--- src/rtl/dhla_pkg.sv ---
// ----------------------------------------------------------------------------
// dhla_pkg
// shared widths, codes, register map and types of the lease allocator
// ----------------------------------------------------------------------------
package dhla_pkg;

   localparam int DEFAULT_POOL_SLOTS = 64;

   localparam int OP_W    = 2;
   localparam int MAC_W   = 48;
   localparam int XID_W   = 32;
   localparam int IP_W    = 32;
   localparam int TIME_W  = 32;
   localparam int KIND_W  = 3;
   localparam int LEASE_W = 31;
   localparam int POOL_W  = 7;

   localparam int CSR_ADDR_W = 4;
   localparam int CSR_DATA_W = 32;

   localparam logic [OP_W-1:0] OP_DISCOVER = 2'd0;
   localparam logic [OP_W-1:0] OP_REQUEST  = 2'd1;
   localparam logic [OP_W-1:0] OP_RELEASE  = 2'd2;

   localparam logic [KIND_W-1:0] KIND_OFFER     = 3'd0;
   localparam logic [KIND_W-1:0] KIND_ACK       = 3'd1;
   localparam logic [KIND_W-1:0] KIND_NAK       = 3'd2;
   localparam logic [KIND_W-1:0] KIND_EXHAUSTED = 3'd3;
   localparam logic [KIND_W-1:0] KIND_RELEASED  = 3'd4;
   localparam logic [KIND_W-1:0] KIND_NOT_FOUND = 3'd5;

   localparam logic [1:0] REG_SERVER_ID     = 2'd0;
   localparam logic [1:0] REG_LEASE_SECONDS = 2'd1;
   localparam logic [1:0] REG_POOL_BASE     = 2'd2;
   localparam logic [1:0] REG_POOL_COUNT    = 2'd3;

   localparam logic [IP_W-1:0]    RESET_SERVER_ID     = 32'd0;
   localparam logic [LEASE_W-1:0] RESET_LEASE_SECONDS = 31'd3600;
   localparam logic [IP_W-1:0]    RESET_POOL_BASE     = 32'd0;
   localparam logic [POOL_W-1:0]  RESET_POOL_COUNT    = 7'd64;

   typedef struct packed {
      logic [IP_W-1:0]    server_id;
      logic [LEASE_W-1:0] lease_seconds;
      logic [IP_W-1:0]    pool_base;
      logic [POOL_W-1:0]  pool_count;
   } cfg_type;

   typedef struct packed {
      logic              valid;
      logic [MAC_W-1:0]  owner;
      logic [TIME_W-1:0] start;
   } ent_type;

   typedef struct packed {
      logic [OP_W-1:0]   op;
      logic [MAC_W-1:0]  client_mac;
      logic [XID_W-1:0]  transaction_id;
      logic [IP_W-1:0]   requested_ip;
      logic              has_requested_ip;
      logic [IP_W-1:0]   requested_server;
      logic              has_server_id;
      logic [TIME_W-1:0] now_seconds;
   } req_type;

   typedef struct packed {
      logic [KIND_W-1:0]  reply_kind;
      logic [XID_W-1:0]   reply_xid;
      logic [MAC_W-1:0]   reply_mac;
      logic [IP_W-1:0]    reply_ip;
      logic [LEASE_W-1:0] reply_lease;
   } rsp_type;

endpackage

--- src/rtl/dhla_csr.sv ---
// ----------------------------------------------------------------------------
// dhla_csr
// apb register file: server id, lease time, pool base and pool size
// ----------------------------------------------------------------------------
module dhla_csr (
   input  logic                              clock,
   input  logic                              reset,
   input  logic                              psel,
   input  logic                              penable,
   input  logic                              pwrite,
   input  logic [dhla_pkg::CSR_ADDR_W-1:0]   paddr,
   input  logic [dhla_pkg::CSR_DATA_W-1:0]   pwdata,
   output logic [dhla_pkg::CSR_DATA_W-1:0]   prdata,
   output logic                              pready,
   output dhla_pkg::cfg_type                 cfg
);
   import dhla_pkg::*;

   logic [IP_W-1:0]    server_id_ff, server_id_in;
   logic [LEASE_W-1:0] lease_ff, lease_in;
   logic [IP_W-1:0]    pool_base_ff, pool_base_in;
   logic [POOL_W-1:0]  pool_count_ff, pool_count_in;
   logic               wr_hit;
   logic [1:0]         reg_idx;

   assign pready  = 1'b1;
   assign reg_idx = paddr[3:2];
   assign wr_hit  = psel && penable && pwrite && pready;

   always_comb begin
      server_id_in  = server_id_ff;
      lease_in      = lease_ff;
      pool_base_in  = pool_base_ff;
      pool_count_in = pool_count_ff;
      if (wr_hit) begin
         unique case (reg_idx)
            REG_SERVER_ID:     server_id_in  = pwdata;
            REG_LEASE_SECONDS: lease_in      = pwdata[LEASE_W-1:0];
            REG_POOL_BASE:     pool_base_in  = pwdata;
            REG_POOL_COUNT:    pool_count_in = pwdata[POOL_W-1:0];
         endcase
      end
   end

   always_comb begin
      unique case (reg_idx)
         REG_SERVER_ID:     prdata = server_id_ff;
         REG_LEASE_SECONDS: prdata = {1'b0, lease_ff};
         REG_POOL_BASE:     prdata = pool_base_ff;
         REG_POOL_COUNT:    prdata = {{(CSR_DATA_W-POOL_W){1'b0}}, pool_count_ff};
      endcase
   end

   always_ff @(posedge clock) begin
      if (reset) begin
         server_id_ff  <= RESET_SERVER_ID;
         lease_ff      <= RESET_LEASE_SECONDS;
         pool_base_ff  <= RESET_POOL_BASE;
         pool_count_ff <= RESET_POOL_COUNT;
      end else begin
         server_id_ff  <= server_id_in;
         lease_ff      <= lease_in;
         pool_base_ff  <= pool_base_in;
         pool_count_ff <= pool_count_in;
      end
   end

   assign cfg.server_id     = server_id_ff;
   assign cfg.lease_seconds = lease_ff;
   assign cfg.pool_base     = pool_base_ff;
   assign cfg.pool_count    = pool_count_ff;

endmodule

--- config.mk ---
export PLATFORM = sky130hd
export DESIGN_NAME = dhla_csr
export DESIGN_NICKNAME = d
export VERILOG_FILES = /design/src/rtl/dhla_pkg.sv /design/src/rtl/dhla_csr.sv
export SDC_FILE = /design/constraint.sdc
export NUM_CORES = 1
export LEC_CHECK = 0
export ABC_AREA = 1
export BUFFER_PORTS_ARGS = -buffer_cell sky130_fd_sc_hd__buf_2
export CORE_UTILIZATION = 30
export CTS_CLUSTER_SIZE = 8
export DETAILED_ROUTE_END_ITERATION = 16
export PLACE_DENSITY = 0.64
export SETUP_SLACK_MARGIN = 0.2
export SLEW_MARGIN = 25
export SYNTH_ARGS = -nofsm -noshare
export SYNTH_HDL_FRONTEND = slang
export SYNTH_SLANG_ARGS = --single-unit
--- constraint.sdc ---
create_clock -name clock -period 1.2 [get_ports clock]
set_input_delay 0.18 -clock clock [delete_from_list [all_inputs] [get_ports clock]]
set_output_delay 0.18 -clock clock [all_outputs]
set_load 0.01 [all_outputs]
-- After elaboration in Yosys (flattened, before gate mapping)
Index checks and enable logic that the tools add are counted.
- equality and inequality tests: 3
- muxes and demuxes: 1
- reductions and logical operators: 7
- operators by type and width (kind ; number):
    32-bit case mux with 4 select lines ; 1
    2-bit AND reduction ; 4
    2-bit equality test, second input constant ; 2
    2-bit by 1-bit equality test with 1-bit output, second input constant ; 1
    1-bit logical AND ; 2
    2-bit zero test ; 1
- register bits after elaboration: 102
- input port bits: 41
- output and inout port bits: 135
- word-level logic and storage cells: 15

-- Logic depth before layout (Yosys ltp)
- word-level depth: 3
- gate-level depth with buffers: 7
- depth with buffers taken out: 5

-- Least setup slack after synthesis
No wires, ideal clock.
- path type: input port to flip-flop
- start point: input psel
- end point: register server_id_ff[0]
- setup time: 113 ps
- arrival time: 925 ps
- required time: 1087 ps
- setup slack: 162 ps
- stages on the path: 7
- buffers on the path: 2
- path through: nand2_1 nor2_2 buf_4 buf_2 nand3_1 nand2_1 nor2_1
- longest elaborated chain between the ends: 3
- RTL lines (element ; RTL line ; text):
    start, declared ; dhla_csr.sv:8 ; input logic psel,
    1-bit logical AND (2 in series) ; dhla_csr.sv:28 ; assign wr_hit = psel && penable && pwrite && pready;
    2-bit AND reduction (no line) ; - ;
    end signal, assigned ; dhla_csr.sv:61 ; server_id_ff <= server_id_in;
    end, declared ; dhla_csr.sv:19 ; logic [IP_W-1:0] server_id_ff, server_id_in;
No other way between the ends.
A chain may end at the register's enable or synchronous reset.

-- Worst setup path after layout
- start point: input paddr[2] (netlist name)
- end point: output prdata[16] (netlist name)
- longest elaborated chain between the ends: 2
- elaborated cells on any way between the ends: 5
- classes of those cells: eq/ne: 3; mux: 1; reduce/logical: 1
- RTL lines (element ; RTL line ; text):
    start, declared ; dhla_csr.sv:11 ; input logic [dhla_pkg::CSR_ADDR_W-1:0] paddr,
    2-bit equality test, or another cell as far along ; dhla_csr.sv:46 ; unique case (reg_idx)
    32-bit case mux with 4 select lines * ; dhla_csr.sv:46 ;
    end, declared ; dhla_csr.sv:13 ; output logic [dhla_pkg::CSR_DATA_W-1:0] prdata,
Every way passes the cells marked *; elsewhere a longest branch is shown, timed or not.

==> run summary <==
CRITICAL PATH
--------------------------------------------------------------------------------------------------
Cells on worst reg2reg path .........................................................            4
WS Path Type ........................................................................       in2out
Cell type group with the largest total delay on the critical path ................... buffers and inverters
Critical path endpoint category .....................................................   output pin
Slowest stage cell on the critical path ............................................. sky130_fd_sc_hd__clkbuf_16
Endpoint of the worst-slack reg-to-reg timing path .................................. server_id_ff[31]$_SDFFE_PP0P_
Count of buffer and inverter cells on the critical path .............................            4
Reg2Reg Launch Point ................................................................ server_id_ff[31]$_SDFFE_PP0P_
Sequence of cells on the critical path .............................................. buf_12 -> nor2_4 -> buf_12 -> clkbuf_16 -> nand2_1 -> nand3_1 -> buf_2
Worst path most repeated cell ....................................................... sky130_fd_sc_hd__buf_12
Critical Path AT ....................................................................      1.08 ns
Data required time at the worst endpoint ............................................      1.02 ns
Maximum fanout along the worst path .................................................            7
Element type at the critical path start .............................................    input pin
CP max stage delay ..................................................................      0.18 ns
Register-to-register setup slack ....................................................      0.39 ns

DRT
--------------------------------------------------------------------------------------------------
Number of violations reported at the end of detailed-routing iteration 0 ............          256
Detail-routed net length per standard cell ..........................................      15.2 um
Via count of the routed design ......................................................         5558
Post-detailed-route via-to-cell ratio ...............................................         4.70
Wire length reported by the detailed router .........................................     18000 um
Detailed-route DRC error count ......................................................            0
Router iterations before antenna repair .............................................            5
Residual antenna-violating net count after detailed routing .........................            0

LOGIC SYNTHESIS
--------------------------------------------------------------------------------------------------
Number of distinct library cells after synthesis ....................................           17
Sequential-to-total area share from yosys stat ......................................        43.5%
Number of enable flip-flop cells after synthesis ....................................            0
Count of synthesis-stage warnings from yosys ........................................            0
Register bit count reported by yosys ................................................          102
Number of nets in the synthesized netlist ...........................................          781
Total standard cell area after synthesis ............................................ 0.00470 mm^2
Mean area per synthesized cell ......................................................    6.35 um^2
Fraction of registers with async set/reset ..........................................           0%
Most used flip-flop cell after synthesis ............................................ sky130_fd_sc_hd__dfxtp_1
Number of cells produced by synthesis ...............................................          740

POWER
--------------------------------------------------------------------------------------------------
Cell-internal power .................................................................      5.74 mW
Portion of total power attributed to sequential cells ...............................        45.1%
Relative contribution of combinational cells to total power .........................        17.2%
Net switching power of the design ...................................................      2.06 mW
PD cells ............................................................................  923 mW/mm^2
Power share of the clock group ......................................................        37.6%
Switch share ........................................................................        26.4%
Worst vdd ir ........................................................................     0.656 mV
Leakage Power .......................................................................      4.02 nW

STA
--------------------------------------------------------------------------------------------------
Number of pins with negative max-slew slack in the final report .....................            0
Highest achievable clock rate .......................................................    0.793 GHz
Unrepaired setup endpoints after global routing .....................................          yes
Count of final setup violators ......................................................           11
Clock Skew ..........................................................................         0 ns
Shortest period the worst path allows ...............................................      1.26 ns
Fraction of the cycle the final worst path needs ....................................         105%
Worst slew margin relative to its limit .............................................        66.7%
Hold violation count in the final report ............................................            0
Transition at the pin with the smallest max-transition slack ........................     0.497 ns
Post-Route Hold Slack ...............................................................    0.0654 ns
Slack of the critical path ..........................................................   -0.0609 ns

PLACED DESIGN
--------------------------------------------------------------------------------------------------
Number of port buffers ..............................................................          172
DPL Wire Length .....................................................................      9600 um
Routability Congestion ..............................................................        0.729
Minimum setup slack after placement .................................................    -0.122 ns
Placed cell count ...................................................................         1107

CLOCKING
--------------------------------------------------------------------------------------------------
Clock root buffer ................................................................... sky130_fd_sc_hd__clkbuf_16
TritonCTS Sinks .....................................................................          102
TritonCTS clock tree ................................................................         done
Clock latency of the later-clocked register in the worst-skew pair ..................      0.35 ns
Maximum clock insertion buffer count ................................................            2
Maximum level of the CTS H-tree .....................................................            3
Total CTS buffers ...................................................................            9
Clock transition time at the flip-flop clock pins of the worst setup and hold paths .      0.07 ns

GRT
--------------------------------------------------------------------------------------------------
Via count of the first global-routing pass ..........................................         4750
First-pass GRT wire length ..........................................................     25400 um
Initial antenna violation count .....................................................            1
Total routing resource utilization after global routing .............................        20.3%
Aggregate global routing overflow ...................................................            0
Maximum number of pins on one net before global-route repair ........................           54

FLOORPLANNING
--------------------------------------------------------------------------------------------------
Chip Width ..........................................................................       127 um
Ports ...............................................................................          176
Die Footprint .......................................................................  0.0162 mm^2
Starting Density ....................................................................        30.8%
Row count ...........................................................................           45
Core region area ....................................................................  0.0153 mm^2
Die outline height ..................................................................       127 um

CELLS AND AREA
--------------------------------------------------------------------------------------------------
Inserted Diodes .....................................................................            0
Layout area overhead ................................................................        79.8%
Non-filler cells, final .............................................................         1183
Share of post-route cells with drive strength above 1 ...............................        48.0%
Total Nets Final ....................................................................         1008

RUN
--------------------------------------------------------------------------------------------------
Max-cap violations ..................................................................            0

HOLD PATH
--------------------------------------------------------------------------------------------------
Number of cells on the worst hold path ..............................................            3
Worst min-delay path category .......................................................       in2reg
Beginning of the worst hold path ....................................................   pwdata[11]
Hold-critical path endpoint ......................................................... lease_ff[11]$_SDFFE_PP1P_

OUTCOME
--------------------------------------------------------------------------------------------------
Violations in the final reports ..................................................... setup timing
Outcome ............................................................................. finished with violations

-- routing by layer --
layer | track usage [%] | vias to the layer above | wire length [um]
li1 | - | 2753 | -
met1 | 25.5 | 2587 | 7690
met2 | 35.0 | 191 | 8930
met3 | 3.69 | 25 | 1060
met4 | 6.79 | 2 | 319
met5 | 0 | - | 13
-- how the worst max path moves through the flow --
stage | from | cells past startpoint | endpoint | slack [ns]
5_1_grt | paddr[2] | 7 | prdata[16] | -0.1
4_1_cts | paddr[3] | 9 | prdata[3] | -0.03
6_report | paddr[2] | 7 | prdata[16] | -0.06
3_5_place_dp | paddr[2] | 7 | prdata[5] | -0.12
3_3_place_gp | paddr[2] | 7 | prdata[5] | -0.09
2_1_floorplan | psel | 7 | server_id_ff[0]$_SDFFE_PP0P_ | 0.20
-- cell usage in the layout (no fill, tap or decap) --
| master | synthesis | final |
|---|---|---|
| sky130_fd_sc_hd__nand2_4 | 0 | 12 |
| sky130_fd_sc_hd__buf_4 | 4 | 24 |
| sky130_fd_sc_hd__clkinv_2 | 0 | 2 |
| sky130_fd_sc_hd__nand2_1 | 212 | 170 |
| sky130_fd_sc_hd__nor2_1 | 196 | 195 |
| sky130_fd_sc_hd__nand3_2 | 0 | 32 |
| sky130_fd_sc_hd__buf_2 | 30 | 57 |
| sky130_fd_sc_hd__nand2_2 | 0 | 29 |
| sky130_fd_sc_hd__o21ai_0 | 1 | 1 |
| sky130_fd_sc_hd__inv_1 | 35 | 34 |
| sky130_fd_sc_hd__inv_6 | 0 | 2 |
| sky130_fd_sc_hd__buf_16 | 0 | 6 |
| sky130_fd_sc_hd__clkbuf_8 | 0 | 4 |
| sky130_fd_sc_hd__clkinv_4 | 0 | 1 |
| sky130_fd_sc_hd__nand2_8 | 0 | 1 |
| sky130_fd_sc_hd__clkbuf_1 | 7 | 1 |
| sky130_fd_sc_hd__buf_12 | 0 | 24 |
| sky130_fd_sc_hd__buf_6 | 1 | 151 |
| sky130_fd_sc_hd__nand3_1 | 127 | 95 |
| sky130_fd_sc_hd__nor2_4 | 1 | 7 |
| sky130_fd_sc_hd__dfxtp_2 | 0 | 84 |
| sky130_fd_sc_hd__conb_1 | 1 | 1 |
| sky130_fd_sc_hd__dfxtp_4 | 0 | 18 |
| sky130_fd_sc_hd__nand4_1 | 7 | 7 |
| sky130_fd_sc_hd__buf_8 | 0 | 3 |
| sky130_fd_sc_hd__a22o_1 | 1 | 1 |
| sky130_fd_sc_hd__clkbuf_16 | 0 | 10 |
-- kinds of logic after synthesis --
logic type	share of synthesized area, %
AO/OA/AOI/OAI	0.293
buffers and inverters	8.23
flip-flops	43.5
other	0.0798
AND/OR/NAND/NOR	47.9
-- synthesized netlist by cell type (2+ instances only) --
cell,instances,share of area [%]
sky130_fd_sc_hd__buf_4,4,0.64
sky130_fd_sc_hd__nand4_1,7,0.93
sky130_fd_sc_hd__nor2_1,196,16
sky130_fd_sc_hd__buf_1,8,0.64
sky130_fd_sc_hd__nand2_1,212,17
sky130_fd_sc_hd__dfxtp_1,102,43
sky130_fd_sc_hd__clkbuf_1,7,0.56
sky130_fd_sc_hd__inv_1,35,2.8
sky130_fd_sc_hd__nand3_1,127,14
sky130_fd_sc_hd__nor2_2,5,0.67
sky130_fd_sc_hd__inv_2,2,0.16
sky130_fd_sc_hd__buf_2,30,3.2
-- registers in the layout, indices dropped and copies added (netlist names) --
register,count
pool_count_ff,7
server_id_ff,32
lease_ff,31
pool_base_ff,32
-- tightest hold or removal path, delay by kind of cell --
| kind | cells | cell delay (ns) |
|---|---|---|
| buffers and inverters | 1 | 0.09 |
| and+or+nand+nor | 2 | 0.12 |
-- metrics by stage --
stage / TNS (ns) / util, % / power, mW / instance area, um^2
after global routing: -1.08 / 55.4 / 8.11 / 8450
after global placement: -2.16 / 39.8 / 4.49 / 6080
after floorplan: 0 / - / 4.09 / 4700
after CTS: -0.167 / 49.4 / 7.72 / 7540
final: -0.282 / 55.4 / 7.80 / 8450
after detailed placement: -2.58 / 39.8 / 4.50 / 6080
-- power by group through the flow --
stage	Clock [mW]	Combinational, mW	Sequential [mW]
floorplan	0	0.470	3.62
finish	2.94	1.34	3.52
global route	3.13	1.45	3.53
CTS	3.00	1.17	3.54
global placement	0	0.895	3.59
detailed placement	0	0.904	3.60
-- area by class of cell --
| class | count | area [um^2] |
|---|---|---|
| fillers | 1347 | 6810 |
| clock inverters | 2 | 13.8 |
| repair buffers | 266 | 2880 |
| multi-input cells | 551 | 2640 |
| inverters | 37 | 150 |
| well taps | 211 | 264 |
| flip-flops and latches | 102 | 2210 |
| clock buffers | 14 | 284 |
-- timing repair --
item	in CTS	in global routing
cloned	6	1
pin swaps	6	23
hold buffers	0	0
gates resized for setup	229	160
setup endpoints to repair	134	156
endpoints found under the hold margin	0	0
buffers inserted	21	32
Power figures use the tool's default switching activity.
