File: src/rtl/dhla_pkg.sv
// ----------------------------------------------------------------------------
// dhla_pkg
// shared widths, codes, register map and types of the lease allocator
// ----------------------------------------------------------------------------
package dhla_pkg;

   localparam int DEFAULT_POOL_SLOTS = 64;

   localparam int OP_W    = 2;
   localparam int MAC_W   = 48;
   localparam int XID_W   = 32;
   localparam int IP_W    = 32;
   localparam int TIME_W  = 32;
   localparam int KIND_W  = 3;
   localparam int LEASE_W = 31;
   localparam int POOL_W  = 7;

   localparam int CSR_ADDR_W = 4;
   localparam int CSR_DATA_W = 32;

   localparam logic [OP_W-1:0] OP_DISCOVER = 2'd0;
   localparam logic [OP_W-1:0] OP_REQUEST  = 2'd1;
   localparam logic [OP_W-1:0] OP_RELEASE  = 2'd2;

   localparam logic [KIND_W-1:0] KIND_OFFER     = 3'd0;
   localparam logic [KIND_W-1:0] KIND_ACK       = 3'd1;
   localparam logic [KIND_W-1:0] KIND_NAK       = 3'd2;
   localparam logic [KIND_W-1:0] KIND_EXHAUSTED = 3'd3;
   localparam logic [KIND_W-1:0] KIND_RELEASED  = 3'd4;
   localparam logic [KIND_W-1:0] KIND_NOT_FOUND = 3'd5;

   localparam logic [1:0] REG_SERVER_ID     = 2'd0;
   localparam logic [1:0] REG_LEASE_SECONDS = 2'd1;
   localparam logic [1:0] REG_POOL_BASE     = 2'd2;
   localparam logic [1:0] REG_POOL_COUNT    = 2'd3;

   localparam logic [IP_W-1:0]    RESET_SERVER_ID     = 32'd0;
   localparam logic [LEASE_W-1:0] RESET_LEASE_SECONDS = 31'd3600;
   localparam logic [IP_W-1:0]    RESET_POOL_BASE     = 32'd0;
   localparam logic [POOL_W-1:0]  RESET_POOL_COUNT    = 7'd64;

   typedef struct packed {
      logic [IP_W-1:0]    server_id;
      logic [LEASE_W-1:0] lease_seconds;
      logic [IP_W-1:0]    pool_base;
      logic [POOL_W-1:0]  pool_count;
   } cfg_type;

   typedef struct packed {
      logic              valid;
      logic [MAC_W-1:0]  owner;
      logic [TIME_W-1:0] start;
   } ent_type;

   typedef struct packed {
      logic [OP_W-1:0]   op;
      logic [MAC_W-1:0]  client_mac;
      logic [XID_W-1:0]  transaction_id;
      logic [IP_W-1:0]   requested_ip;
      logic              has_requested_ip;
      logic [IP_W-1:0]   requested_server;
      logic              has_server_id;
      logic [TIME_W-1:0] now_seconds;
   } req_type;

   typedef struct packed {
      logic [KIND_W-1:0]  reply_kind;
      logic [XID_W-1:0]   reply_xid;
      logic [MAC_W-1:0]   reply_mac;
      logic [IP_W-1:0]    reply_ip;
      logic [LEASE_W-1:0] reply_lease;
   } rsp_type;

endpackage

File: src/rtl/dhla_if.sv
// ----------------------------------------------------------------------------
// dhla_if
// request and response channel interfaces with valid/ready handshake
// ----------------------------------------------------------------------------
interface dhla_req_if;
   import dhla_pkg::*;

   logic              valid;
   logic              ready;
   logic [OP_W-1:0]   op;
   logic [MAC_W-1:0]  client_mac;
   logic [XID_W-1:0]  transaction_id;
   logic [IP_W-1:0]   requested_ip;
   logic              has_requested_ip;
   logic [IP_W-1:0]   requested_server;
   logic              has_server_id;
   logic [TIME_W-1:0] now_seconds;

   modport source (
      output valid, op, client_mac, transaction_id, requested_ip, has_requested_ip,
             requested_server, has_server_id, now_seconds,
      input  ready
   );
   modport sink (
      input  valid, op, client_mac, transaction_id, requested_ip, has_requested_ip,
             requested_server, has_server_id, now_seconds,
      output ready
   );
endinterface

interface dhla_rsp_if;
   import dhla_pkg::*;

   logic               valid;
   logic               ready;
   logic [KIND_W-1:0]  reply_kind;
   logic [XID_W-1:0]   reply_xid;
   logic [MAC_W-1:0]   reply_mac;
   logic [IP_W-1:0]    reply_ip;
   logic [LEASE_W-1:0] reply_lease;

   modport source (
      output valid, reply_kind, reply_xid, reply_mac, reply_ip, reply_lease,
      input  ready
   );
   modport sink (
      input  valid, reply_kind, reply_xid, reply_mac, reply_ip, reply_lease,
      output ready
   );
endinterface

File: src/rtl/dhla_engine.sv
// ----------------------------------------------------------------------------
// dhla_engine
// request sequencer: scans the lease table, updates it and forms the reply
// ----------------------------------------------------------------------------
module dhla_engine #(
   parameter  int POOL_SLOTS = dhla_pkg::DEFAULT_POOL_SLOTS,
   localparam int IDX_W      = (POOL_SLOTS > 1) ? $clog2(POOL_SLOTS) : 1
) (
   input  logic              clock,
   input  logic              reset,
   input  dhla_pkg::cfg_type cfg,
   dhla_req_if.sink          req_bus,
   dhla_rsp_if.source        rsp_bus,
   output logic              mem_rd_en,
   output logic [IDX_W-1:0]  mem_rd_addr,
   input  dhla_pkg::ent_type mem_rd_data,
   output logic              mem_wr_en,
   output logic [IDX_W-1:0]  mem_wr_addr,
   output dhla_pkg::ent_type mem_wr_data
);
   import dhla_pkg::*;

   localparam int CNT_W = $clog2(POOL_SLOTS + 1);
   localparam logic [CNT_W-1:0] SLOTS_CNT = CNT_W'(POOL_SLOTS);
   localparam logic [IDX_W-1:0] LAST_IDX  = IDX_W'(POOL_SLOTS - 1);

   localparam logic [3:0] S_CLEAR      = 4'd0;
   localparam logic [3:0] S_IDLE       = 4'd1;
   localparam logic [3:0] S_DISC_SCAN  = 4'd2;
   localparam logic [3:0] S_DISC_PURGE = 4'd3;
   localparam logic [3:0] S_REQ_READ   = 4'd4;
   localparam logic [3:0] S_REQ_CHECK  = 4'd5;
   localparam logic [3:0] S_REQ_SCAN   = 4'd6;
   localparam logic [3:0] S_REQ_WRITE  = 4'd7;
   localparam logic [3:0] S_REL_SCAN   = 4'd8;
   localparam logic [3:0] S_FINISH     = 4'd9;

   logic [3:0]         state_ff, state_in;
   logic [CNT_W-1:0]   scan_ff, scan_in;
   logic               rd_pend_ff, rd_pend_in;
   logic [IDX_W-1:0]   rd_idx_ff, rd_idx_in;
   logic               rsp_valid_ff, rsp_valid_in;

   req_type            item_ff, item_in;
   logic [IDX_W-1:0]   req_idx_ff, req_idx_in;
   logic               owner_seen_ff, owner_seen_in;
   logic               free_found_ff, free_found_in;
   logic [IDX_W-1:0]   free_idx_ff, free_idx_in;
   logic               any_exp_ff, any_exp_in;
   logic [KIND_W-1:0]  res_kind_ff, res_kind_in;
   logic [IP_W-1:0]    res_ip_ff, res_ip_in;
   logic [LEASE_W-1:0] res_lease_ff, res_lease_in;
   rsp_type            rsp_ff, rsp_in;

   ent_type            ent;
   logic [TIME_W:0]    end_time;
   logic               ent_exp;
   logic               ent_mac;
   logic [IP_W-1:0]    pool_lim;
   logic               slot_in_pool;
   logic               last_slot;
   logic               scan_state;
   logic [IP_W-1:0]    pool_off;
   logic               req_ok;

   assign ent          = mem_rd_data;
   assign end_time     = {1'b0, ent.start} + {2'b0, cfg.lease_seconds};
   assign ent_exp      = ent.valid && ({1'b0, item_ff.now_seconds} >= end_time);
   assign ent_mac      = ent.valid && (ent.owner == item_ff.client_mac);
   assign pool_lim     = (32'(cfg.pool_count) > 32'(POOL_SLOTS)) ?
                         32'(POOL_SLOTS) : 32'(cfg.pool_count);
   assign slot_in_pool = 32'(rd_idx_ff) < pool_lim;
   assign last_slot    = rd_idx_ff == LAST_IDX;
   assign scan_state   = (state_ff == S_DISC_SCAN) || (state_ff == S_DISC_PURGE) ||
                         (state_ff == S_REQ_SCAN) || (state_ff == S_REL_SCAN);
   assign pool_off     = req_bus.requested_ip - cfg.pool_base;
   assign req_ok       = req_bus.has_server_id && req_bus.has_requested_ip &&
                         (req_bus.requested_server == cfg.server_id) &&
                         (pool_off < pool_lim);

   always_comb begin
      state_in      = state_ff;
      scan_in       = scan_ff;
      rd_pend_in    = 1'b0;
      rd_idx_in     = rd_idx_ff;
      rsp_valid_in  = rsp_valid_ff;
      item_in       = item_ff;
      req_idx_in    = req_idx_ff;
      owner_seen_in = owner_seen_ff;
      free_found_in = free_found_ff;
      free_idx_in   = free_idx_ff;
      any_exp_in    = any_exp_ff;
      res_kind_in   = res_kind_ff;
      res_ip_in     = res_ip_ff;
      res_lease_in  = res_lease_ff;
      rsp_in        = rsp_ff;
      req_bus.ready = 1'b0;
      mem_rd_en     = 1'b0;
      mem_rd_addr   = scan_ff[IDX_W-1:0];
      mem_wr_en     = 1'b0;
      mem_wr_addr   = rd_idx_ff;
      mem_wr_data   = '{valid: 1'b0, owner: ent.owner, start: ent.start};

      if (rsp_valid_ff && rsp_bus.ready) begin
         rsp_valid_in = 1'b0;
      end

      // sweep read issue, data comes back in the next cycle
      if (scan_state && (scan_ff < SLOTS_CNT)) begin
         mem_rd_en  = 1'b1;
         rd_pend_in = 1'b1;
         rd_idx_in  = scan_ff[IDX_W-1:0];
         scan_in    = scan_ff + 1'b1;
      end

      unique case (state_ff)
         S_CLEAR: begin
            mem_wr_en   = 1'b1;
            mem_wr_addr = scan_ff[IDX_W-1:0];
            mem_wr_data = '0;
            scan_in     = scan_ff + 1'b1;
            if (scan_ff[IDX_W-1:0] == LAST_IDX) begin
               scan_in  = '0;
               state_in = S_IDLE;
            end
         end

         S_IDLE: begin
            req_bus.ready = 1'b1;
            scan_in       = '0;
            owner_seen_in = 1'b0;
            free_found_in = 1'b0;
            any_exp_in    = 1'b0;
            if (req_bus.valid) begin
               item_in.op               = req_bus.op;
               item_in.client_mac       = req_bus.client_mac;
               item_in.transaction_id   = req_bus.transaction_id;
               item_in.requested_ip     = req_bus.requested_ip;
               item_in.has_requested_ip = req_bus.has_requested_ip;
               item_in.requested_server = req_bus.requested_server;
               item_in.has_server_id    = req_bus.has_server_id;
               item_in.now_seconds      = req_bus.now_seconds;
               req_idx_in               = pool_off[IDX_W-1:0];
               unique case (req_bus.op)
                  OP_DISCOVER: state_in = S_DISC_SCAN;
                  OP_REQUEST: begin
                     if (req_ok) begin
                        state_in = S_REQ_READ;
                     end else begin
                        res_kind_in  = KIND_NAK;
                        res_ip_in    = '0;
                        res_lease_in = '0;
                        state_in     = S_FINISH;
                     end
                  end
                  OP_RELEASE:  state_in = S_REL_SCAN;
                  default:     state_in = S_IDLE;
               endcase
            end
         end

         S_DISC_SCAN: begin
            if (rd_pend_ff) begin
               if (ent_exp) begin
                  any_exp_in = 1'b1;
               end
               if (!free_found_ff && slot_in_pool && (!ent.valid || ent_exp)) begin
                  free_found_in = 1'b1;
                  free_idx_in   = rd_idx_ff;
               end
               if (ent_mac && !owner_seen_ff) begin
                  owner_seen_in = 1'b1;
               end
               if (ent_mac && !owner_seen_ff && !ent_exp) begin
                  res_kind_in  = KIND_OFFER;
                  res_ip_in    = cfg.pool_base + 32'(rd_idx_ff);
                  res_lease_in = cfg.lease_seconds;
                  state_in     = S_FINISH;
               end else if (last_slot) begin
                  if (free_found_in) begin
                     res_kind_in  = KIND_OFFER;
                     res_ip_in    = cfg.pool_base + 32'(free_idx_in);
                     res_lease_in = cfg.lease_seconds;
                  end else begin
                     res_kind_in  = KIND_EXHAUSTED;
                     res_ip_in    = '0;
                     res_lease_in = '0;
                  end
                  scan_in  = '0;
                  state_in = any_exp_in ? S_DISC_PURGE : S_FINISH;
               end
            end
         end

         S_DISC_PURGE: begin
            if (rd_pend_ff) begin
               if (ent_exp) begin
                  mem_wr_en = 1'b1;
               end
               if (last_slot) begin
                  state_in = S_FINISH;
               end
            end
         end

         S_REQ_READ: begin
            mem_rd_en   = 1'b1;
            mem_rd_addr = req_idx_ff;
            rd_pend_in  = 1'b1;
            rd_idx_in   = req_idx_ff;
            state_in    = S_REQ_CHECK;
         end

         S_REQ_CHECK: begin
            if (ent.valid && (ent.owner != item_ff.client_mac) && !ent_exp) begin
               res_kind_in  = KIND_NAK;
               res_ip_in    = '0;
               res_lease_in = '0;
               state_in     = S_FINISH;
            end else begin
               scan_in  = '0;
               state_in = S_REQ_SCAN;
            end
         end

         S_REQ_SCAN: begin
            if (rd_pend_ff) begin
               if (ent_mac) begin
                  mem_wr_en = 1'b1;
               end
               if (last_slot) begin
                  state_in = S_REQ_WRITE;
               end
            end
         end

         S_REQ_WRITE: begin
            mem_wr_en    = 1'b1;
            mem_wr_addr  = req_idx_ff;
            mem_wr_data  = '{valid: 1'b1, owner: item_ff.client_mac,
                             start: item_ff.now_seconds};
            res_kind_in  = KIND_ACK;
            res_ip_in    = item_ff.requested_ip;
            res_lease_in = cfg.lease_seconds;
            state_in     = S_FINISH;
         end

         S_REL_SCAN: begin
            if (rd_pend_ff) begin
               if (ent_mac) begin
                  mem_wr_en    = 1'b1;
                  res_kind_in  = KIND_RELEASED;
                  res_ip_in    = '0;
                  res_lease_in = '0;
                  state_in     = S_FINISH;
               end else if (last_slot) begin
                  res_kind_in  = KIND_NOT_FOUND;
                  res_ip_in    = '0;
                  res_lease_in = '0;
                  state_in     = S_FINISH;
               end
            end
         end

         S_FINISH: begin
            if (!rsp_valid_ff || rsp_bus.ready) begin
               rsp_valid_in       = 1'b1;
               rsp_in.reply_kind  = res_kind_ff;
               rsp_in.reply_xid   = item_ff.transaction_id;
               rsp_in.reply_mac   = item_ff.client_mac;
               rsp_in.reply_ip    = res_ip_ff;
               rsp_in.reply_lease = res_lease_ff;
               state_in           = S_IDLE;
            end
         end

         default: state_in = S_IDLE;
      endcase
   end

   always_ff @(posedge clock) begin
      if (reset) begin
         state_ff     <= S_CLEAR;
         scan_ff      <= '0;
         rd_pend_ff   <= 1'b0;
         rsp_valid_ff <= 1'b0;
      end else begin
         state_ff     <= state_in;
         scan_ff      <= scan_in;
         rd_pend_ff   <= rd_pend_in;
         rsp_valid_ff <= rsp_valid_in;
      end
   end

   always_ff @(posedge clock) begin
      rd_idx_ff     <= rd_idx_in;
      item_ff       <= item_in;
      req_idx_ff    <= req_idx_in;
      owner_seen_ff <= owner_seen_in;
      free_found_ff <= free_found_in;
      free_idx_ff   <= free_idx_in;
      any_exp_ff    <= any_exp_in;
      res_kind_ff   <= res_kind_in;
      res_ip_ff     <= res_ip_in;
      res_lease_ff  <= res_lease_in;
      rsp_ff        <= rsp_in;
   end

   assign rsp_bus.valid       = rsp_valid_ff;
   assign rsp_bus.reply_kind  = rsp_ff.reply_kind;
   assign rsp_bus.reply_xid   = rsp_ff.reply_xid;
   assign rsp_bus.reply_mac   = rsp_ff.reply_mac;
   assign rsp_bus.reply_ip    = rsp_ff.reply_ip;
   assign rsp_bus.reply_lease = rsp_ff.reply_lease;

endmodule
File: src/flat_wrapper.sv
// flat-port wrapper written by rule: the top's interface ports become plain ports
module dhla_engine_flat import dhla_pkg::*;
#(
   parameter  int POOL_SLOTS = dhla_pkg::DEFAULT_POOL_SLOTS,
   localparam int IDX_W      = (POOL_SLOTS > 1) ? $clog2(POOL_SLOTS) : 1
)
  (clock, reset, cfg, mem_rd_en, mem_rd_addr, mem_rd_data, mem_wr_en, mem_wr_addr, mem_wr_data, req_bus_valid, req_bus_op, req_bus_client_mac, req_bus_transaction_id, req_bus_requested_ip, req_bus_has_requested_ip, req_bus_requested_server, req_bus_has_server_id, req_bus_now_seconds, req_bus_ready, rsp_bus_valid, rsp_bus_reply_kind, rsp_bus_reply_xid, rsp_bus_reply_mac, rsp_bus_reply_ip, rsp_bus_reply_lease, rsp_bus_ready);
  dhla_req_if req_bus_i ();
  dhla_rsp_if rsp_bus_i ();
  input  logic clock;
  input  logic reset;
  input  dhla_pkg::cfg_type cfg;
  output logic mem_rd_en;
  output logic [IDX_W-1:0] mem_rd_addr;
  input  dhla_pkg::ent_type mem_rd_data;
  output logic mem_wr_en;
  output logic [IDX_W-1:0] mem_wr_addr;
  output dhla_pkg::ent_type mem_wr_data;
  input wire logic [$bits(req_bus_i.valid)-1:0] req_bus_valid;
  input wire logic [$bits(req_bus_i.op)-1:0] req_bus_op;
  input wire logic [$bits(req_bus_i.client_mac)-1:0] req_bus_client_mac;
  input wire logic [$bits(req_bus_i.transaction_id)-1:0] req_bus_transaction_id;
  input wire logic [$bits(req_bus_i.requested_ip)-1:0] req_bus_requested_ip;
  input wire logic [$bits(req_bus_i.has_requested_ip)-1:0] req_bus_has_requested_ip;
  input wire logic [$bits(req_bus_i.requested_server)-1:0] req_bus_requested_server;
  input wire logic [$bits(req_bus_i.has_server_id)-1:0] req_bus_has_server_id;
  input wire logic [$bits(req_bus_i.now_seconds)-1:0] req_bus_now_seconds;
  output wire logic [$bits(req_bus_i.ready)-1:0] req_bus_ready;
  output wire logic [$bits(rsp_bus_i.valid)-1:0] rsp_bus_valid;
  output wire logic [$bits(rsp_bus_i.reply_kind)-1:0] rsp_bus_reply_kind;
  output wire logic [$bits(rsp_bus_i.reply_xid)-1:0] rsp_bus_reply_xid;
  output wire logic [$bits(rsp_bus_i.reply_mac)-1:0] rsp_bus_reply_mac;
  output wire logic [$bits(rsp_bus_i.reply_ip)-1:0] rsp_bus_reply_ip;
  output wire logic [$bits(rsp_bus_i.reply_lease)-1:0] rsp_bus_reply_lease;
  input wire logic [$bits(rsp_bus_i.ready)-1:0] rsp_bus_ready;
  assign req_bus_i.valid = req_bus_valid;
  assign req_bus_i.op = req_bus_op;
  assign req_bus_i.client_mac = req_bus_client_mac;
  assign req_bus_i.transaction_id = req_bus_transaction_id;
  assign req_bus_i.requested_ip = req_bus_requested_ip;
  assign req_bus_i.has_requested_ip = req_bus_has_requested_ip;
  assign req_bus_i.requested_server = req_bus_requested_server;
  assign req_bus_i.has_server_id = req_bus_has_server_id;
  assign req_bus_i.now_seconds = req_bus_now_seconds;
  assign req_bus_ready = req_bus_i.ready;
  assign rsp_bus_valid = rsp_bus_i.valid;
  assign rsp_bus_reply_kind = rsp_bus_i.reply_kind;
  assign rsp_bus_reply_xid = rsp_bus_i.reply_xid;
  assign rsp_bus_reply_mac = rsp_bus_i.reply_mac;
  assign rsp_bus_reply_ip = rsp_bus_i.reply_ip;
  assign rsp_bus_reply_lease = rsp_bus_i.reply_lease;
  assign rsp_bus_i.ready = rsp_bus_ready;
  dhla_engine #(.POOL_SLOTS(POOL_SLOTS)) u_core (.clock(clock), .reset(reset), .cfg(cfg), .req_bus(req_bus_i), .rsp_bus(rsp_bus_i), .mem_rd_en(mem_rd_en), .mem_rd_addr(mem_rd_addr), .mem_rd_data(mem_rd_data), .mem_wr_en(mem_wr_en), .mem_wr_addr(mem_wr_addr), .mem_wr_data(mem_wr_data));
endmodule
File: config.mk
export PLATFORM = sky130hd
export DESIGN_NAME = dhla_engine_flat
export DESIGN_NICKNAME = d
export VERILOG_FILES = /design/src/rtl/dhla_pkg.sv /design/src/rtl/dhla_if.sv /design/src/rtl/dhla_engine.sv /design/src/flat_wrapper.sv
export SDC_FILE = /design/constraint.sdc
export NUM_CORES = 1
export LEC_CHECK = 0
export CAP_MARGIN = 30
export CELL_PAD_IN_SITES_DETAIL_PLACEMENT = 0
export CELL_PAD_IN_SITES_GLOBAL_PLACEMENT = 2
export CORE_AREA = 2 2 237 239
export CTS_BUF_LIST = sky130_fd_sc_hd__clkbuf_8
export DETAILED_ROUTE_END_ITERATION = 10
export DIE_AREA = 0 0 239 241
export DONT_BUFFER_PORTS = 1
export GPL_ROUTABILITY_DRIVEN = 0
export HOLD_SLACK_MARGIN = 0.15
export MAX_ROUTING_LAYER = met4
export PLACE_DENSITY = 0.75
export SLEW_MARGIN = 20
export SYNTH_ARGS = -nofsm -noshare
export SYNTH_HDL_FRONTEND = slang
export SYNTH_SLANG_ARGS = --single-unit
File: constraint.sdc
create_clock -name clock -period 10.7 [get_ports clock]
set_clock_uncertainty 0.15 [all_clocks]
set_input_delay 2.14 -clock clock [delete_from_list [all_inputs] [get_ports clock]]
set_output_delay 2.14 -clock clock [all_outputs]
set_load 0.02 [all_outputs]
# == Word level (Yosys, flattened, before mapping) ==
# Index checks and enable logic that the tools add are counted.
# totals
reg_bits,390
inputBits,367
out_inout_bits,243
wordCells,192
# classes
addsub,5
order_cmp,5
n_eq_ne,30
n_mux,93
reduce_logical,37
# ops
operator,count
32-bit two-way mux,11
31-bit two-way mux,11
81-bit case mux with 2 select lines,1
32-bit case mux with 5 select lines,1
31-bit case mux with 5 select lines,1
32-bit by 6-bit adder with 32-bit output,2
4-bit two-way mux,15
7-bit two-way mux,7
48-bit == test,1
48-bit inequality test,1
4-bit case mux with 10 select lines,1
6-bit two-way mux,6
32-bit by 31-bit adder with 33-bit output,1
32-bit by 33-bit greater-or-equal comparator with 1-bit output,1
32-bit == test,1
32-bit < comparator,1
6-bit by 32-bit < comparator with 1-bit output,1
32-bit subtractor,1
3-bit two-way mux,10
7-bit case mux with 4 select lines,1
1-bit two-way mux,20
"2-bit by 1-bit inequality test with 1-bit output, second input constant",9
9-bit AND reduction,2
"4-bit by 3-bit == test with 1-bit output, second input constant",4
other kinds (28),60

# == Depth between registers and ports, before layout ==
# depth
depth_word,14
mapped_depth,31
ltp_nobuf,29

# == Worst setup path after synthesis ==
# OpenSTA, ideal clock, no wires.
# synth_path
path_kind,input to register
start,input rsp_bus_ready
end,"register u_core.rsp_ff, in the netlist u_core.rsp_bus.reply_ip[0] (enable)"
arrival_time_ps,8698
required_ps,9880
path_slack_ps,1182
cell_stages,2
n_path_buf,0
path_cell_list,nand2b_1 > nor2b_1
# synth_between
elab_chain_cells,2
# synth_lines
element,line_no,rtl
start: declaration,flat_wrapper.sv:35,input wire logic [$bits(rsp_bus_i.ready)-1:0] rsp_bus_ready;
1-bit logical OR,dhla_engine.sv:266,if (!rsp_valid_ff || rsp_bus.ready) begin
2-bit AND reduction (no source line),n/a,
end signal: assignment,dhla_engine.sv:306,rsp_ff <= rsp_in;
end: declaration,dhla_engine.sv:53,"rsp_type rsp_ff, rsp_in;"
# Every way passes these cells.
# A chain may end at the register's enable or synchronous reset.

# == Worst setup path after layout ==
# layout_path
start,input cfg[42] (netlist bit)
end,output mem_wr_en
# layout_between
elab_chain_cells,6
# layout_lines
element,line_no,rtl
start: declaration,flat_wrapper.sv:12,input dhla_pkg::cfg_type cfg;
32-bit by 31-bit adder with 33-bit output,dhla_engine.sv:67,"assign end_time = {1'b0, ent.start} + {2'b0, cfg.lease_seconds};"
32-bit by 33-bit greater-or-equal comparator with 1-bit output,dhla_engine.sv:68,"assign ent_exp = ent.valid && ({1'b0, item_ff.now_seconds} >= end_time);"
1-bit logical AND,dhla_engine.sv:68,
1-bit two-way mux,dhla_engine.sv:197,if (ent_exp) begin
1-bit two-way mux,dhla_engine.sv:196,if (rd_pend_ff) begin
1-bit case mux with 3 select lines,dhla_engine.sv:116,unique case (state_ff)
end: declaration,flat_wrapper.sv:16,output logic mem_wr_en;
# Every way passes these cells.

==> flow_summary.ini <==
[run]
max_cap_violations = 0

[yosys]
synth_cells = 1703
syn_avg_cell_area_sq_um = 12.20
register_area_share_after_synthesis_pct = 55.73
async_flop_share_pct = 0
synth-edff-count = 377
synth_seq_cells = 390
cell_area_after_synthesis_sq_um = 20780
synthDominantCellAreaShare_pct = 54.48
yosys_cell_types = 91
ys.warnings.count = 0
yosys-top-cells-area = edfxtp_1 (54%), ha_1 (7.2%), xnor2_1 (4.8%)
synthesis.nets = 2193
ys.flop_type = edfxtp_1
netlist.top_cell.by_area = edfxtp_1

[timing]
timing_hold_violations_final = 0
maxSlewHeadroom_pct = 36.94
period_share_pct = 87.96
timing.final.ws_setup_ns = 1.288
max_freq_mhz = 106.2
totalNegativeSetupSlack_ns = 0
rsz_0062_raised_after_global_routing = false
worst-slew-pin-transition_ns = 0.9387
timing.final.setup_violations = 0
report.final.slew_viol_count = 0
finalCriticalPeriod_ns = 9.412

[critical_path]
critPathLaunchType = input pin
crit_cells = 20
critical-path-top-cell-by-count = a21oi_1
critical_path.cell_chain = ha_1, o21ai_0, o21bai_1, o2111ai_1, a21oi_1, nor2_1, o311ai_0, a21oi_1, a211oi_1, xnor2_1, ha_1, o21a_1, o21ai_1, a211oi_1, a221o_1, o32a_2, nand4_1, a21oi_1, o21ai_0, nand2_1
cp-endpoint = mem_wr_en
ff2ff_setup_slack_ns = 4.91
worst_r2r_end = u_core.res_ip_ff[31]$_DFFE_PP_
timing.critical_path.buf_inv = 0
worst_r2r_startpoint = u_core.item_ff[2]$_DFFE_PP_
crit_path_start = cfg[42]
cp_data_arrival_time_ns = 7.12
timing.critical_path.to_type = primary output
timing.critical_path.max_delay_family = compound AO/OA/AOI/OAI gates
timing_worst_setup_path_type = in2out
highest_cell_delay_on_the_worst_timing_path_ns = 0.65
cell_with_the_biggest_individual_delay_on_the_critical_path = o311ai_0
reg2reg_depth = 19
timing.critical_path.required_ns = 8.41
path_max_fanout = 5

[drt]
drc_errors = 0
via_count = 14610
vias_per_cell = 5.862
top_layer_used = met4
routed_wirelength_mm = 68.93
postRouteAntennaNets = 0
detail_route.wl_per_cell_microns = 27.66
met3RoutedLength_mm = 6.117
met2_length_mm = 33.59
drt-pass1-iter-count = 5
routedLengthMet1_mm = 27.13
detailedRoute.firstIterationViolations = 1184

[final_layout]
layout.cells.most_common = edfxtp_1
commonest_cells_after_routing_fill_and_taps_aside = edfxtp_1 (377), nand2_1 (129), ha_1 (119)
drive_gt1_share_pct = 8.474
design.final.nets = 2223
area.growth.synth_to_final_pct = 10.14

[clock_tree]
hold_bufs_at_cts = 0
post_cts_buffers = 0
postCtsResizedCells = 0
h-tree-depth = 3
clk-insertion-delay-late_ns = 0.66
tritoncts = done
cts_inserted_buffers = 70
ctsRootBufferMaster = clkbuf_8
clock_tree.buffer_depth = 3
clk_transition_reported_paths_ns = 0.06
cts_sinks = 390

[floorplan]
die-height_microns = 241
floorplan.initialDensity_pct = 37.87
floorplan.rows = 86
io-pin-count = 610
placeable_core_region_sq_um = 54880
die_width_microns = 239
die_area_sq_um = 57600

[global_route]
pin_count_of_the_biggest_net_entering_global_routing = 142
initial_antenna_violation_count = 8
grt_pass1_vias = 14580
grtUsageTotal_pct = 23.76
global_route.overflow_total = 0
grt_pass1_wl_mm = 98.12

[power_and_ir_drop]
power_density_nw_per_um2 = 192.9
max-vdd-ir-drop_mv = 0.08215
static-leakage-power_nw = 8.096

[placement]
place.port_buffers = 0
detailedPlacementHpwl_mm = 53.45
post_place_setup_slack_ns = 1.062

[outcome]
status = completed

[worst_hold_path]
whs_path_depth = 0
timing.hold.worst.class = reg2reg
## synthesized netlist by cell type, types with 10 or more instances
| cell type | instances |
|---|---|
| a211oi_1 | 26 |
| a21o_1 | 29 |
| a21oi_1 | 85 |
| a22o_1 | 83 |
| a22oi_1 | 11 |
| and2_1 | 37 |
| and3_1 | 12 |
| buf_2 | 12 |
| clkbuf_1 | 27 |
| dfxtp_1 | 13 |
| edfxtp_1 | 377 |
| ha_1 | 119 |
| inv_1 | 67 |
| mux2_2 | 13 |
| nand2_1 | 129 |
| nand2b_1 | 15 |
| nand3_1 | 38 |
| nand4_1 | 36 |
| nor2_1 | 83 |
| nor3_1 | 21 |
| o2111ai_1 | 11 |
| o211ai_1 | 19 |
| o21a_1 | 12 |
| o21ai_0 | 75 |
| o21ai_1 | 11 |
| o21bai_1 | 15 |
| or3_1 | 10 |
| or4_1 | 10 |
| xnor2_1 | 115 |
| xor2_1 | 32 |
## worst register-to-register path, stage by stage, from the launching register on
cell and delay, ns:
edfxtp_1 0.50, ha_1 0.36, a21oi_1 0.14, o21ai_1 0.10, a2111oi_0 0.65, nor3_1 0.20
o32a_2 0.53, nand2_1 0.13, a221o_1 0.30, mux2_2 0.41, ha_1 0.29, a21o_1 0.12
a21o_1 0.15, a21o_1 0.14, a21oi_1 0.09, o21bai_1 0.34, o21ai_1 0.10, buf_4 0.22
or4_1 0.49, o211ai_1 0.19
## power breakdown
group          switching, mW  internal [mW]
sequential             0.117           1.96
clock                  0.654          0.695
combinational          0.661          0.329
## how the worst min path moves through the flow
stage	slack, ns	endpoint	from
final	0.26	u_core.rsp_bus.reply_lease[0]$_DFFE_PP_	u_core.res_lease_ff[0]$_DFFE_PP_
after CTS	0.26	u_core.rsp_bus.reply_ip[25]$_DFFE_PP_	u_core.res_ip_ff[25]$_DFFE_PP_
after detailed placement	0.25	u_core.rsp_bus.reply_ip[17]$_DFFE_PP_	u_core.res_ip_ff[17]$_DFFE_PP_
after floorplan	0.25	u_core.rsp_bus.reply_ip[0]$_DFFE_PP_	u_core.res_ip_ff[0]$_DFFE_PP_
after global routing	0.27	u_core.rsp_bus.reply_ip[21]$_DFFE_PP_	u_core.res_ip_ff[21]$_DFFE_PP_
after global placement	0.25	u_core.rsp_bus.reply_xid[2]$_DFFE_PP_	u_core.item_ff[100]$_DFFE_PP_
## cells by family (layout without fill, tap and decap cells)
logic type	Yosys count	count (layout)	synth area share (%)
flops	390	390	55.73
simple gates	442	442	10.92
other cells	0	6	0
xor+xnor	147	147	6.195
fa+ha+maj	123	123	7.550
mux	17	17	0.8971
compound gates	464	464	16.36
buf+inv	120	199	2.342
## state kept, by name (all words and copies together) (netlist names), 7 cells and up
register	cells
u_core.item_ff	144
u_core.res_ip_ff	32
u_core.res_lease_ff	31
u_core.rsp_bus.reply_ip	32
u_core.rsp_bus.reply_lease	31
u_core.rsp_bus.reply_mac	48
u_core.rsp_bus.reply_xid	32
u_core.scan_ff	7
## layer usage
metal,GRT usage (%),up-vias
li1,-,6660
met1,27.93,7148
met2,38.44,693
met3,7.011,107
met4,9.205,0
met5,-,-
## final cells by class
type / instances / area [sq um]
inverters: 67 / 251.5
multi-input cells: 1193 / 8752
clock inverters: 51 / 345.3
flip-flops and latches: 390 / 11580
diodes: 6 / 15.01
fillers: 5216 / 31990
clock buffers: 70 / 963.4
repair buffers: 11 / 98.84
well taps: 704 / 880.8
## through the flow
step / hold WS (ns) / std cells / total power [mW] / utilization [%] / area (sq um)
after floorplan: 0.2503 / 1703 / 2.808 / - / 20780
after global placement: 0.2502 / 2364 / 3.080 / 39.26 / 21540
after detailed placement: 0.2545 / 2364 / 3.095 / 39.28 / 21550
after CTS: 0.2553 / 2485 / 4.452 / 41.66 / 22860
after global routing: 0.2669 / 2492 / 4.628 / 41.71 / 22890
final: 0.2605 / 2492 / 4.415 / 41.71 / 22890
No activity file was read; power rests on OpenSTA's default activity.
